===== src/sv/wsdf_pkg.sv =====
// shared types, constants and helper functions of the websocket frame deframer
`timescale 1ns / 1ps

package wsdf_pkg;

    // width of the payload length counter
    localparam int LEN_BITS = 64;
    // compare width for the length limit check
    localparam int CMP_BITS = (LEN_BITS > 32) ? LEN_BITS : 32;
    // transfer queue depth between front and back
    localparam int QUEUE_DEPTH = 4;
    localparam int QUEUE_PTR_BITS = $clog2(QUEUE_DEPTH);
    localparam int QUEUE_CNT_BITS = $clog2(QUEUE_DEPTH + 1);

    // limit reset value
    localparam logic [31:0] MAX_LEN_RESET = 32'(1 * 1024 * 1024);

    // 7-bit length codes that select an extended length
    localparam logic [6:0] LEN7_EXT16 = 7'd126;
    localparam logic [6:0] LEN7_EXT64 = 7'd127;
    // extension byte counts minus one
    localparam logic [2:0] EXT16_CNT = 3'd1;
    localparam logic [2:0] EXT64_CNT = 3'd7;
    localparam logic [2:0] KEY_CNT   = 3'd3;

    // opcodes
    localparam logic [3:0] OP_TEXT   = 4'h1;
    localparam logic [3:0] OP_BINARY = 4'h2;
    localparam logic [3:0] OP_CLOSE  = 4'h8;
    localparam logic [3:0] OP_PING   = 4'h9;
    localparam logic [3:0] OP_PONG   = 4'hA;

    // frame end status codes
    localparam logic [1:0] ST_OK      = 2'd0;
    localparam logic [1:0] ST_CLOSED  = 2'd1;
    localparam logic [1:0] ST_UNKNOWN = 2'd2;
    localparam logic [1:0] ST_TOO_BIG = 2'd3;

    // parser phases, one-hot
    typedef enum logic [5:0] {
        PH_HDR0    = 6'b000001,
        PH_HDR1    = 6'b000010,
        PH_EXTLEN  = 6'b000100,
        PH_MASK    = 6'b001000,
        PH_PAYLOAD = 6'b010000,
        PH_HALT    = 6'b100000
    } t_phase;

    // one command from the parser to the output stage
    typedef struct packed {
        logic       has_payload;
        logic [7:0] raw_byte;
        logic [7:0] key_byte;
        logic [3:0] opcode;
        logic       fin;
        logic       frame_end;
        logic [1:0] status;
    } t_cmd;

    // queue handshake toward the output stage
    typedef struct packed {
        logic valid;
        logic full;
    } t_queue_stat;

    // status reported when a frame closes
    function automatic logic [1:0] f_close_status(input logic [3:0] op);
        logic [1:0] st;
        if (op == OP_TEXT || op == OP_BINARY || op == OP_PING || op == OP_PONG) begin
            st = ST_OK;
        end else if (op == OP_CLOSE) begin
            st = ST_CLOSED;
        end else begin
            st = ST_UNKNOWN;
        end
        return st;
    endfunction

endpackage


===== src/sv/wsdf_front.sv =====
// header parser: accepts frame bytes and turns them into output commands
`timescale 1ns / 1ps

module wsdf_front (
    input  logic                i_clk,
    input  logic                i_rst_n,
    input  logic                i_cfg_we,
    input  logic [31:0]         i_cfg_data,
    input  logic                i_accept,
    input  logic [7:0]          i_rx_byte,
    output logic                o_push,
    output wsdf_pkg::t_cmd      o_cmd
);

    wsdf_pkg::t_phase                  r_phase, n_phase;
    logic [7:0]                        r_hdr, n_hdr;
    logic [wsdf_pkg::LEN_BITS-1:0]     r_rem, n_rem;
    logic [2:0]                        r_cnt, n_cnt;
    logic [31:0]                       r_key, n_key;
    logic [1:0]                        r_pos, n_pos;
    logic                              r_masked, n_masked;
    logic [31:0]                       r_max_len;

    logic [wsdf_pkg::LEN_BITS-1:0]     w_len_ext;
    logic [wsdf_pkg::LEN_BITS-1:0]     w_len_cand;
    logic                              w_masked_now;
    logic                              w_too_big;
    logic                              w_len_zero;
    logic [7:0]                        w_key_byte;
    logic [1:0]                        w_close_st;
    logic                              w_len_done;
    logic [6:0]                        w_len7;

    // length limit register
    always_ff @(posedge i_clk) begin
        if (!i_rst_n) begin
            r_max_len <= wsdf_pkg::MAX_LEN_RESET;
        end else if (i_cfg_we) begin
            r_max_len <= i_cfg_data;
        end
    end

    // extended length shift with saturation
    always_comb begin
        if (r_rem[wsdf_pkg::LEN_BITS-1 -: 8] != 8'd0) begin
            w_len_ext = '1;
        end else begin
            w_len_ext = {r_rem[wsdf_pkg::LEN_BITS-9:0], i_rx_byte};
        end
    end

    // candidate length and checks once the length is known
    assign w_len7       = i_rx_byte[6:0];
    assign w_len_cand   = (r_phase == wsdf_pkg::PH_HDR1) ?
                          wsdf_pkg::LEN_BITS'(w_len7) : w_len_ext;
    assign w_masked_now = (r_phase == wsdf_pkg::PH_HDR1) ? i_rx_byte[7] : r_masked;
    assign w_too_big    = wsdf_pkg::CMP_BITS'(w_len_cand) > wsdf_pkg::CMP_BITS'(r_max_len);
    assign w_len_zero   = (w_len_cand == '0);
    assign w_close_st   = wsdf_pkg::f_close_status(r_hdr[3:0]);

    // key byte for the current payload position, first key byte in the top
    always_comb begin
        case (r_pos)
            2'd0:    w_key_byte = r_key[31:24];
            2'd1:    w_key_byte = r_key[23:16];
            2'd2:    w_key_byte = r_key[15:8];
            2'd3:    w_key_byte = r_key[7:0];
            default: w_key_byte = r_key[7:0];
        endcase
    end

    // phase sequencing
    always_comb begin
        n_phase    = r_phase;
        n_hdr      = r_hdr;
        n_rem      = r_rem;
        n_cnt      = r_cnt;
        n_key      = r_key;
        n_pos      = r_pos;
        n_masked   = r_masked;
        w_len_done = 1'b0;
        o_push     = 1'b0;
        o_cmd             = '0;
        o_cmd.opcode      = r_hdr[3:0];
        o_cmd.fin         = r_hdr[7];

        if (i_accept) begin
            case (r_phase)
                wsdf_pkg::PH_HDR0: begin
                    n_hdr   = i_rx_byte;
                    n_phase = wsdf_pkg::PH_HDR1;
                end
                wsdf_pkg::PH_HDR1: begin
                    n_masked = i_rx_byte[7];
                    if (w_len7 == wsdf_pkg::LEN7_EXT16 || w_len7 == wsdf_pkg::LEN7_EXT64) begin
                        n_rem   = '0;
                        n_cnt   = (w_len7 == wsdf_pkg::LEN7_EXT16) ?
                                  wsdf_pkg::EXT16_CNT : wsdf_pkg::EXT64_CNT;
                        n_phase = wsdf_pkg::PH_EXTLEN;
                    end else begin
                        n_rem      = w_len_cand;
                        w_len_done = 1'b1;
                    end
                end
                wsdf_pkg::PH_EXTLEN: begin
                    n_rem = w_len_cand;
                    if (r_cnt == 3'd0) begin
                        w_len_done = 1'b1;
                    end else begin
                        n_cnt = r_cnt - 3'd1;
                    end
                end
                wsdf_pkg::PH_MASK: begin
                    n_key = {r_key[23:0], i_rx_byte};
                    if (r_cnt != 3'd0) begin
                        n_cnt = r_cnt - 3'd1;
                    end else begin
                        n_pos = 2'd0;
                        if (r_rem == '0) begin
                            o_push          = 1'b1;
                            o_cmd.frame_end = 1'b1;
                            o_cmd.status    = w_close_st;
                            n_phase = (w_close_st == wsdf_pkg::ST_OK) ?
                                      wsdf_pkg::PH_HDR0 : wsdf_pkg::PH_HALT;
                        end else begin
                            n_phase = wsdf_pkg::PH_PAYLOAD;
                        end
                    end
                end
                wsdf_pkg::PH_PAYLOAD: begin
                    o_push            = 1'b1;
                    o_cmd.has_payload = 1'b1;
                    o_cmd.raw_byte    = i_rx_byte;
                    o_cmd.key_byte    = r_masked ? w_key_byte : 8'd0;
                    n_pos = r_pos + 2'd1;
                    n_rem = r_rem - wsdf_pkg::LEN_BITS'(1);
                    if (r_rem == wsdf_pkg::LEN_BITS'(1)) begin
                        o_cmd.frame_end = 1'b1;
                        o_cmd.status    = w_close_st;
                        n_phase = (w_close_st == wsdf_pkg::ST_OK) ?
                                  wsdf_pkg::PH_HDR0 : wsdf_pkg::PH_HALT;
                    end
                end
                wsdf_pkg::PH_HALT: begin
                    n_phase = wsdf_pkg::PH_HALT;
                end
                default: begin
                    n_phase = wsdf_pkg::PH_HALT;
                end
            endcase

            // length complete: limit check and key phase for masked frames, else payload or frame end
            if (w_len_done) begin
                if (w_masked_now) begin
                    if (w_too_big) begin
                        o_push          = 1'b1;
                        o_cmd.frame_end = 1'b1;
                        o_cmd.status    = wsdf_pkg::ST_TOO_BIG;
                        n_phase         = wsdf_pkg::PH_HALT;
                    end else begin
                        n_phase = wsdf_pkg::PH_MASK;
                        n_cnt   = wsdf_pkg::KEY_CNT;
                        n_key   = '0;
                    end
                end else begin
                    n_key = '0;
                    n_pos = 2'd0;
                    if (w_len_zero) begin
                        o_push          = 1'b1;
                        o_cmd.frame_end = 1'b1;
                        o_cmd.status    = w_close_st;
                        n_phase = (w_close_st == wsdf_pkg::ST_OK) ?
                                  wsdf_pkg::PH_HDR0 : wsdf_pkg::PH_HALT;
                    end else begin
                        n_phase = wsdf_pkg::PH_PAYLOAD;
                    end
                end
            end
        end
    end

    // parser state registers
    always_ff @(posedge i_clk) begin
        if (!i_rst_n) begin
            r_phase  <= wsdf_pkg::PH_HDR0;
            r_hdr    <= '0;
            r_rem    <= '0;
            r_cnt    <= '0;
            r_key    <= '0;
            r_pos    <= '0;
            r_masked <= 1'b0;
        end else begin
            r_phase  <= n_phase;
            r_hdr    <= n_hdr;
            r_rem    <= n_rem;
            r_cnt    <= n_cnt;
            r_key    <= n_key;
            r_pos    <= n_pos;
            r_masked <= n_masked;
        end
    end

endmodule


===== src/sv/wsdf_queue.sv =====
// short command queue between the parser and the output stage
`timescale 1ns / 1ps

module wsdf_queue (
    input  logic                  i_clk,
    input  logic                  i_rst_n,
    input  logic                  i_push,
    input  wsdf_pkg::t_cmd        i_cmd,
    input  logic                  i_pop,
    output wsdf_pkg::t_queue_stat o_stat,
    output wsdf_pkg::t_cmd        o_cmd
);

    wsdf_pkg::t_cmd                        r_mem [wsdf_pkg::QUEUE_DEPTH];
    logic [wsdf_pkg::QUEUE_PTR_BITS-1:0]   r_wr_ptr;
    logic [wsdf_pkg::QUEUE_PTR_BITS-1:0]   r_rd_ptr;
    logic [wsdf_pkg::QUEUE_CNT_BITS-1:0]   r_count;
    logic                                  w_do_push;
    logic                                  w_do_pop;

    assign o_stat.valid = (r_count != '0);
    assign o_stat.full  = (r_count == wsdf_pkg::QUEUE_CNT_BITS'(wsdf_pkg::QUEUE_DEPTH));
    assign o_cmd        = r_mem[r_rd_ptr];
    assign w_do_push    = i_push && !o_stat.full;
    assign w_do_pop     = i_pop && o_stat.valid;

    // entry storage
    always_ff @(posedge i_clk) begin
        if (w_do_push) begin
            r_mem[r_wr_ptr] <= i_cmd;
        end
    end

    // pointers and fill count
    always_ff @(posedge i_clk) begin
        if (!i_rst_n) begin
            r_wr_ptr <= '0;
            r_rd_ptr <= '0;
            r_count  <= '0;
        end else begin
            if (w_do_push) begin
                r_wr_ptr <= r_wr_ptr + wsdf_pkg::QUEUE_PTR_BITS'(1);
            end
            if (w_do_pop) begin
                r_rd_ptr <= r_rd_ptr + wsdf_pkg::QUEUE_PTR_BITS'(1);
            end
            if (w_do_push && !w_do_pop) begin
                r_count <= r_count + wsdf_pkg::QUEUE_CNT_BITS'(1);
            end else if (!w_do_push && w_do_pop) begin
                r_count <= r_count - wsdf_pkg::QUEUE_CNT_BITS'(1);
            end
        end
    end

endmodule


===== src/sv/wsdf_back.sv =====
// output stage: unmasks payload bytes and holds the result register
`timescale 1ns / 1ps

module wsdf_back (
    input  logic                  i_clk,
    input  logic                  i_rst_n,
    input  logic                  i_q_valid,
    input  wsdf_pkg::t_cmd        i_cmd,
    output logic                  o_pop,
    input  logic                  i_stall,
    output logic                  o_valid,
    output logic                  o_has_payload,
    output logic [7:0]            o_payload_byte,
    output logic [3:0]            o_frame_opcode,
    output logic                  o_fin_flag,
    output logic                  o_frame_end,
    output logic [1:0]            o_frame_status
);

    logic       r_valid;
    logic       r_has_payload;
    logic [7:0] r_payload_byte;
    logic [3:0] r_frame_opcode;
    logic       r_fin_flag;
    logic       r_frame_end;
    logic [1:0] r_frame_status;

    // take the next command when the register is empty or being drained
    assign o_pop = i_q_valid && (!r_valid || !i_stall);

    // valid flag
    always_ff @(posedge i_clk) begin
        if (!i_rst_n) begin
            r_valid <= 1'b0;
        end else if (o_pop) begin
            r_valid <= 1'b1;
        end else if (!i_stall) begin
            r_valid <= 1'b0;
        end
    end

    // result payload with unmasking
    always_ff @(posedge i_clk) begin
        if (o_pop) begin
            r_has_payload  <= i_cmd.has_payload;
            r_payload_byte <= i_cmd.raw_byte ^ i_cmd.key_byte;
            r_frame_opcode <= i_cmd.opcode;
            r_fin_flag     <= i_cmd.fin;
            r_frame_end    <= i_cmd.frame_end;
            r_frame_status <= i_cmd.status;
        end
    end

    assign o_valid        = r_valid;
    assign o_has_payload  = r_has_payload;
    assign o_payload_byte = r_payload_byte;
    assign o_frame_opcode = r_frame_opcode;
    assign o_fin_flag     = r_fin_flag;
    assign o_frame_end    = r_frame_end;
    assign o_frame_status = r_frame_status;

endmodule


===== src/sv/websocket_frame_deframer_top.sv =====
// top level of the websocket frame deframer
`timescale 1ns / 1ps

// Receive-side WebSocket frame deframer. One frame-stream byte is taken per
// cycle whenever the four-entry command queue has room; the header parser
// handles every byte (header, extended length, masking key, payload) with no
// stall of its own, so the sustained rate is one byte per clock. Results pass
// the queue, which absorbs up to four while the output side stalls, then the
// output register. Header bytes give no result, except the one that completes
// an empty frame or finds a masked frame too big. After any status other than
// ok (peer closed, unknown opcode, too big) all further bytes are taken and
// dropped until reset. The user must write the masked-frame length limit through
// i_cfg_we / i_cfg_data while the block is idle, which it does not enforce.

module websocket_frame_deframer_top (
    input  logic        i_clk,
    input  logic        i_rst_n,
    input  logic        i_cfg_we,
    input  logic [31:0] i_cfg_data,
    input  logic        i_valid,
    output logic        o_stall,
    input  logic [7:0]  i_rx_byte,
    output logic        o_valid,
    input  logic        i_stall,
    output logic        o_has_payload,
    output logic [7:0]  o_payload_byte,
    output logic [3:0]  o_frame_opcode,
    output logic        o_fin_flag,
    output logic        o_frame_end,
    output logic [1:0]  o_frame_status
);

    logic                  w_accept;
    logic                  w_push;
    logic                  w_pop;
    wsdf_pkg::t_cmd        w_push_cmd;
    wsdf_pkg::t_cmd        w_head_cmd;
    wsdf_pkg::t_queue_stat w_q_stat;

    // input transfer when the queue has room
    assign o_stall  = w_q_stat.full;
    assign w_accept = i_valid && !w_q_stat.full;

    wsdf_front u_front (
        .i_clk      (i_clk),
        .i_rst_n    (i_rst_n),
        .i_cfg_we   (i_cfg_we),
        .i_cfg_data (i_cfg_data),
        .i_accept   (w_accept),
        .i_rx_byte  (i_rx_byte),
        .o_push     (w_push),
        .o_cmd      (w_push_cmd)
    );

    wsdf_queue u_queue (
        .i_clk   (i_clk),
        .i_rst_n (i_rst_n),
        .i_push  (w_push),
        .i_cmd   (w_push_cmd),
        .i_pop   (w_pop),
        .o_stat  (w_q_stat),
        .o_cmd   (w_head_cmd)
    );

    wsdf_back u_back (
        .i_clk          (i_clk),
        .i_rst_n        (i_rst_n),
        .i_q_valid      (w_q_stat.valid),
        .i_cmd          (w_head_cmd),
        .o_pop          (w_pop),
        .i_stall        (i_stall),
        .o_valid        (o_valid),
        .o_has_payload  (o_has_payload),
        .o_payload_byte (o_payload_byte),
        .o_frame_opcode (o_frame_opcode),
        .o_fin_flag     (o_fin_flag),
        .o_frame_end    (o_frame_end),
        .o_frame_status (o_frame_status)
    );

endmodule


===== config.mk =====
export PLATFORM = sky130hd
export DESIGN_NAME = websocket_frame_deframer_top
export DESIGN_NICKNAME = d
export VERILOG_FILES = /design/src/sv/wsdf_pkg.sv /design/src/sv/wsdf_front.sv /design/src/sv/wsdf_queue.sv /design/src/sv/wsdf_back.sv /design/src/sv/websocket_frame_deframer_top.sv
export SDC_FILE = /design/constraint.sdc
export NUM_CORES = 1
export LEC_CHECK = 0
export BUFFER_PORTS_ARGS = -buffer_cell sky130_fd_sc_hd__buf_2
export CAP_MARGIN = 25
export CORE_ASPECT_RATIO = 1.5
export CORE_UTILIZATION = 35
export DETAILED_ROUTE_END_ITERATION = 12
export PLACE_DENSITY_LB_ADDON = 0.3
export SLEW_MARGIN = 30
export SYNTH_ARGS = -nofsm -noshare
export SYNTH_HDL_FRONTEND = slang
export SYNTH_SLANG_ARGS = --single-unit

===== constraint.sdc =====
create_clock -name i_clk -period 4.5 [get_ports i_clk]
set_clock_uncertainty 0.05 [all_clocks]
set_input_delay 0.45 -clock i_clk [delete_from_list [all_inputs] [get_ports i_clk]]
set_output_delay 0.45 -clock i_clk [all_outputs]
set_load 0.01 [all_outputs]

==> results by group, run 1 <==
Logic synthesis
  • Area of the mapped netlist: 13,730 um^2
  • Syn_nets: 1,542
  • Cell accounting for the most synthesized area: edfxtp_1
  • Area contributors post-synth: edfxtp_1 (26%), dfxtp_1 (23%), a21oi_1 (6.2%)
  • Synth Register Bits: 272
  • Synth cell count leaders: nor2_1 (191), a21oi_1 (169), dfxtp_1 (155)
  • Count leader, synth: nor2_1
  • Syn avg cell area: 9.465 um^2
  • Ys async rst share: 0%
  • Synth Instances: 1,451
  • Sequential fraction of the synthesis area: 48.18%
  • Synth warn: 0
  • Number of flops mapped to enable cells by yosys: 117
  • Netlist cell types: 76
  • Ys flop type: dfxtp_1
  • Yosys top cell area share: 25.58%

Worst hold path
  • HP Start: i_cfg_data[4]
  • Hold WC Path Type: input port to register
  • Hold Path Depth: 3
  • Endpoint, Worst Hold: u_front.r_max_len[4]$_SDFFE_PN0P_

Pwr
  • Sequential power share: 43.3%
  • Clk pwr share: 34.9%
  • Maximum vdd ir drop: 0.2547 mV
  • Comb power frac: 21.8%
  • Power Total: 6.605 mW
  • Power Internal: 4.639 mW
  • PwrDens: 419.9 nW/um^2
  • Sw frac: 29.77%
  • Sw power: 1.966 mW
  • Leak Pwr: 5.809 nW

Clock tree
  • CTS Buf Count: 26
  • Root Buffer: clkbuf_16
  • # hold bufs at CTS: 0
  • H-tree Lvls: 1
  • CTS max path bufs: 3
  • Clock sink count: 272
  • Clk slew on worst S/H paths: 0.07 ns
  • TritonCTS clock tree: done
  • Clock Latency Late Sink: 0.56 ns

Detailed routing
  • Antenna Nets Post-Route: 0
  • Drt total wl: 37,760 um
  • Initial DRC count: 801
  • Routed wire length per instance: 18.69 um
  • Detailed-route via count: 11,340
  • Drt via density: 5.611
  • Drt pass-1 iters: 5
  • Drt drc: 0

Placement
  • Port Buf Inserts: 63
  • Gpl congestion: 0.9460
  • Hpwl dp: 26,220 um

Worst setup path
  • Worst setup EP type: register
  • Internal reg-to-reg setup slack: 0.13 ns
  • CP Class: register to register
  • R2r worst-path depth: 18
  • CP Max Fanout: 21
  • CP required: 4.94 ns
  • Reg-to-Reg End: u_queue.r_count[2]$_SDFFE_PN0P_
  • Startpoint Class: register
  • WP data arrival: 4.80 ns
  • Reg2reg start: u_front.r_rem[61]$_SDFFE_PN0P_

Layout
  • Final net count: 1,596
  • Finished Core Util: 40.82%
  • # diodes: 0
  • Layout area overhead: 14.54%
  • Layout cell share with drive strength beyond 1: 14.30%

GRT
  • Overall Global Routing Usage: 18.83%
  • Global route overflow: 0
  • First-pass GRT wire length: 59,800 um
  • Largest net degree at the start of global routing: 60
  • Initial antenna violation count: 0
  • Vias in the first global route: 11,140

Timing
  • Final Hold Vio Count: 0
  • Max_slew headroom: 37.82%
  • Fin crit period: 4.369 ns
  • Fmax: 0.2289 GHz
  • Fin. max-slew vios: 0
  • Slew @ Worst Pin: 0.9327 ns
  • Final setup TNS: 0 ns
  • Final Cycle Share: 97.09%
  • Final setup vio count: 0

Die
  • Die area: 40,050 um^2
  • Starting Density: 35.64%
  • Num ports: 64
  • Die height: 244.6 um
  • CORE AREA: 38,540 um^2
  • DIE WIDTH: 163.7 um
  • Site row count: 88

Run
  • MaxCap Viol Count: 0

Run status
  • Status: finished, final reports clean
layout make-up:
| class | count | area, um^2 |
|---|---|---|
| Sequential cell | 272 | 6618 |
| Multi-Input combinational cell | 1031 | 6620 |
| Clock buffer | 32 | 704.4 |
| Inverter | 51 | 193.9 |
| Clock inverter | 16 | 183.9 |
| Tap cell | 495 | 619.3 |
| Timing Repair Buffer | 123 | 790.8 |
| Fill cell | 3833 | 22810 |
power groups by stage:
stage,Sequential [mW],Combinational [mW],Clock (mW)
6_report,2.86,1.44,2.30
5_1_grt,2.88,1.59,2.44
4_1_cts,2.86,1.42,2.34
3_5_place_dp,2.92,1.41,0
3_3_place_gp,2.92,1.39,0
2_1_floorplan,2.92,0.904,0
how the worst max path moves through the flow:
stage                     cells past startpoint  slack, ns                           start                               to
after global routing                         18    -0.0009  u_front.r_rem[61]$_SDFFE_PN0P_  u_queue.r_count[2]$_SDFFE_PN0P_
after floorplan                              20      0.008  u_front.r_rem[57]$_SDFFE_PN0P_  u_queue.r_count[2]$_SDFFE_PN0P_
final                                        18       0.13  u_front.r_rem[61]$_SDFFE_PN0P_  u_queue.r_count[2]$_SDFFE_PN0P_
after global placement                       19       0.10  u_front.r_rem[57]$_SDFFE_PN0P_  u_queue.r_count[2]$_SDFFE_PN0P_
after detailed placement                     19       0.03  u_front.r_rem[57]$_SDFFE_PN0P_  u_queue.r_count[2]$_SDFFE_PN0P_
after CTS                                    19      0.006  u_front.r_rem[57]$_SDFFE_PN0P_  u_queue.r_count[2]$_SDFFE_PN0P_
critical path, stage by stage (launching register included):
cell,delay [ns]
dfxtp_2,0.34
or4_4,0.51
or2_4,0.30
buf_12,0.16
nor2_1,0.09
nor2_1,0.08
ha_1,0.32
nand4_1,0.23
a2111o_1,0.46
o2111ai_1,0.11
o21ai_1,0.11
a21o_1,0.22
a21oi_4,0.18
ha_4,0.15
inv_1,0.04
fa_2,0.33
xor2_1,0.17
or3_1,0.32
a21oi_2,0.14
registers in the layout (all words and copies together), names as in the netlist, 2 cells and up, named ones only:
| name | count |
|---|---|
| u_queue.r_rd_ptr | 2 |
| u_queue.r_wr_ptr | 2 |
| u_queue.r_mem | 100 |
| u_back.o_payload_byte | 8 |
| u_front.r_phase | 6 |
| u_queue.r_count | 3 |
| u_front.r_key | 32 |
| u_back.o_frame_status | 2 |
| u_front.r_rem | 64 |
| u_front.r_pos | 2 |
| u_front.r_cnt | 3 |
| u_back.o_frame_opcode | 4 |
| u_front.r_hdr | 5 |
| u_front.r_max_len | 32 |
cells by family (layout without fill, tap and decap cells):
group           count (synthesis)  count (layout)  share of synthesized area, %
mux                            63              63                         6.150
fa+ha+maj                      46              46                         4.246
xor+xnor                       41              41                         2.615
buf+inv                       148             222                         4.200
compound gates                436             436                         19.13
flops                         272             272                         48.18
simple gates                  445             445                         15.48
through the flow:
step | cells | area (um^2) | setup WS [ns] | hold WS (ns)
2_1_floorplan | 1451 | 13760 | 0.008232 | 0.3976
3_3_place_gp | 1969 | 14770 | 0.1050 | 0.4155
3_5_place_dp | 1969 | 14770 | 0.03192 | 0.4150
4_1_cts | 2017 | 15660 | 0.006029 | 0.06182
5_1_grt | 2020 | 15730 | -0.0009464 | 0.07784
6_report | 2020 | 15730 | 0.1311 | 0.07992
routing by layer:
metal	track usage [%]	up-vias	wire [um]
met3	1.900	93	1337
met4	8.279	0	1474
met2	35.61	286	20200
met1	20.84	5519	14750
li1	-	5437	-
met5	0	-	0
cells in the final DEF (no fill, tap or decap), drive strengths merged, types with 16 or more instances in the layout:
cell and count:
buf 123, edfxtp 117, a211oi 36, dfxtp 155, nand4 19, xor2 37, clkbuf 32, ha 45
o21ai 118, mux2i 45, a21oi 171, nand2 100, nor3 29, a22oi 17, mux4 17, nor4 16
nand3 16, nor2 191, inv 56
what timing repair did:
| item | 4_1_cts | 5_1_grt |
|---|---|---|
| buffers inserted | 0 | 3 |
| endpoints found under the setup margin | 0 | 102 |
| resized for setup | 0 | 11 |
Note: power is estimated with default switching activity, not from simulation.
==> run 2, diff against run 1 <==
Settings changed: PLACE_DENSITY_LB_ADDON 0.3 to default.
==> results by group, run 2 (synthesis gave the netlist of run 1 again) <==
Worst hold path
  • Endpoint, Worst Hold: u_front.r_max_len[20]$_SDFFE_PN1P_ (was u_front.r_max_len[4]$_SDFFE_PN0P_)
  • Hold WC Path Type: input port to register (unchanged)
  • Hold Path Depth: 3 (unchanged)
  • HP Start: i_cfg_data[20] (was i_cfg_data[4])

Pwr
  • Maximum vdd ir drop: 0.3313 mV (was 0.2547 mV)
  • Leak Pwr: 5.810 nW (was 5.809 nW)
  • PwrDens: 412.8 nW/um^2 (was 419.9 nW/um^2)

Layout
  • Commonest non-fill, non-tap cells in the layout: nor2_1 (190), a21oi_1 (167), dfxtp_1 (154) (unchanged)
  • Most common cell after layout, fill and taps aside: nor2_1 (unchanged)
  • Non-filler cells, final: 2,021 (was 2,020)
  • Layout cell share with drive strength beyond 1: 14.22% (was 14.30%)
  • Biggest regs: u_queue.r_mem (100), u_front.r_rem (64) (unchanged)
  • # diodes: 0 (unchanged)
  • Biggest register: u_queue.r_mem (unchanged)
  • Max FFs per register: 100 (unchanged)
  • Final net count: 1,599 (was 1,596)
  • Layout area overhead: 14.72% (was 14.54%)
  • Finished Core Util: 40.88% (was 40.82%)

Worst setup path
  • Startpoint Class: register (unchanged)
  • CP Max Fanout: 6 (was 21)
  • WP data arrival: 4.80 ns (about the same)
  • Reg2reg start: u_front.r_rem[61]$_SDFFE_PN0P_ (unchanged)
  • CP Class: register to register (unchanged)
  • CP required: 4.92 ns (was 4.94 ns)
  • Reg-to-Reg End: u_queue.r_count[2]$_SDFFE_PN0P_ (unchanged)
  • R2r worst-path depth: 20 (was 18)
  • Internal reg-to-reg setup slack: 0.12 ns (was 0.13 ns)
  • Worst setup EP type: register (unchanged)

Timing
  • Final Hold Vio Count: 0 (unchanged)
  • Fin. max-slew vios: 0 (unchanged)
  • Hold_ws: 0.09859 ns (was 0.07992 ns)
  • Slew @ Worst Pin: 0.9253 ns (was 0.9327 ns)
  • Final Cycle Share: 97.38% (was 97.09%)
  • Final WS setup: 0.1178 ns (was 0.1311 ns)
  • Fmax: 0.2282 GHz (was 0.2289 GHz)
  • Final setup vio count: 0 (unchanged)
  • Max_slew headroom: 38.31% (was 37.82%)
  • Fin crit period: 4.382 ns (was 4.369 ns)

Detailed routing
  • Drt pass-1 iters: 5 (unchanged)
  • Initial DRC count: 922 (was 801)
  • Routed wire length per instance: 18.67 um (was 18.69 um)
  • Drt via density: 5.598 (was 5.611)
  • Drt drc: 0 (unchanged)
  • Detailed-route via count: 11,310 (was 11,340)
  • Antenna Nets Post-Route: 0 (unchanged)
  • Drt total wl: 37,740 um (was 37,760 um)

Run
  • MaxCap Viol Count: 0 (unchanged)

Placement
  • Hpwl dp: 26,320 um (was 26,220 um)
  • Port Buf Inserts: 63 (unchanged)
  • Cells after DPL: 1,970 (was 1,969)
  • Worst slack, placed: 0.004711 ns (was 0.03192 ns)
  • Gpl congestion: 0.9241 (was 0.9460)

Die
  • CORE AREA: 38,540 um^2 (unchanged)
  • Die height: 244.6 um (unchanged)
  • Site row count: 88 (unchanged)
  • DIE WIDTH: 163.7 um (unchanged)
  • Num ports: 64 (unchanged)
  • Die area: 40,050 um^2 (unchanged)
  • Starting Density: 35.64% (unchanged)

Clock tree
  • CTS Buf Count: 25 (was 26)
  • CTS max path bufs: 3 (unchanged)
  • Clock sink count: 272 (unchanged)
  • Clock Latency Late Sink: 0.54 ns (was 0.56 ns)
  • Clk slew on worst S/H paths: 0.07 ns (about the same)
  • TritonCTS clock tree: done (unchanged)
  • H-tree Lvls: 1 (unchanged)
  • Root Buffer: clkbuf_16 (unchanged)

GRT
  • Overall Global Routing Usage: 18.72% (was 18.83%)
  • First-pass GRT wire length: 59,590 um (was 59,800 um)
  • Global route overflow: 0 (unchanged)
  • Largest net degree at the start of global routing: 57 (was 60)
  • Vias in the first global route: 11,230 (was 11,140)
  • Initial antenna violation count: 0 (unchanged)

Run status
  • Status: finished, final reports clean (unchanged)
==> run 2: timing repair <==
item                                    CTS  global route
cloned                                    0             2
hold endpoints to repair                  0             0
endpoints found under the setup margin    1             2
hold buffers                              0             0
buffers inserted                          0             4
pin swaps                                 0            11
resized for setup                         1            12
==> run 2: area by class of cell <==
type                            count  area, um^2
Tap cell                          495       619.3
Multi-Input combinational cell   1031        6641
Clock inverter                     11       147.6
Fill cell                        3823       22780
Timing Repair Buffer              127       855.8
Sequential cell                   272        6618
Inverter                           51       193.9
Clock buffer                       34       679.4
==> run 2: per-stage QoR <==
step	instance area [um^2]	TNS, ns	power [mW]
final	15760	0	6.503
after global routing	15760	-0.01602	6.825
after CTS	15620	0	6.510
after detailed placement	14790	0	4.331
after global placement	14780	0	4.309
after floorplan	13760	0	3.827
==> run 2: worst max-delay path by stage <==
stage / start / to / slack [ns]
CTS: u_front.r_rem[57]$_SDFFE_PN0P_ / u_queue.r_count[2]$_SDFFE_PN0P_ / 0.08
global route: u_front.r_rem[61]$_SDFFE_PN0P_ / u_queue.r_count[2]$_SDFFE_PN0P_ / -0.02
detailed placement: u_front.r_rem[57]$_SDFFE_PN0P_ / u_queue.r_count[2]$_SDFFE_PN0P_ / 0.005
global placement: u_front.r_rem[57]$_SDFFE_PN0P_ / u_queue.r_count[2]$_SDFFE_PN0P_ / 0.11
finish: u_front.r_rem[61]$_SDFFE_PN0P_ / u_queue.r_count[2]$_SDFFE_PN0P_ / 0.12
floorplan: u_front.r_rem[57]$_SDFFE_PN0P_ / u_queue.r_count[2]$_SDFFE_PN0P_ / 0.008
==> run 2: power breakdown <==
group	internal [mW]	switching, mW	total [mW]
Clock	1.24	0.945	2.18
Sequential	2.76	0.102	2.86
Combinational	0.590	0.869	1.46
Total	4.59	1.92	6.50
==> run 2: worst max-delay path, stage by stage (launching register included) <==
cell and delay [ns]:
dfxtp_2 0.34, or4_4 0.51, or2_4 0.34, buf_12 0.16
nor2_1 0.08, nor2_1 0.07, ha_1 0.33, nand4_1 0.18
buf_4 0.15, nor4_4 0.04, a211oi_2 0.18, o31a_1 0.20
nor3_1 0.08, a21o_1 0.26, a21oi_4 0.20, ha_4 0.15
inv_1 0.04, fa_2 0.33, xor2_1 0.18, or3_1 0.33
a21oi_2 0.13
==> run 2: per-layer routing <==
layer  track usage [%]  part of all wire [%]
met5                 0                     0
met4             9.504                   4.9
met3             1.917                   3.8
met2             35.12                    53
met1             20.45                    39
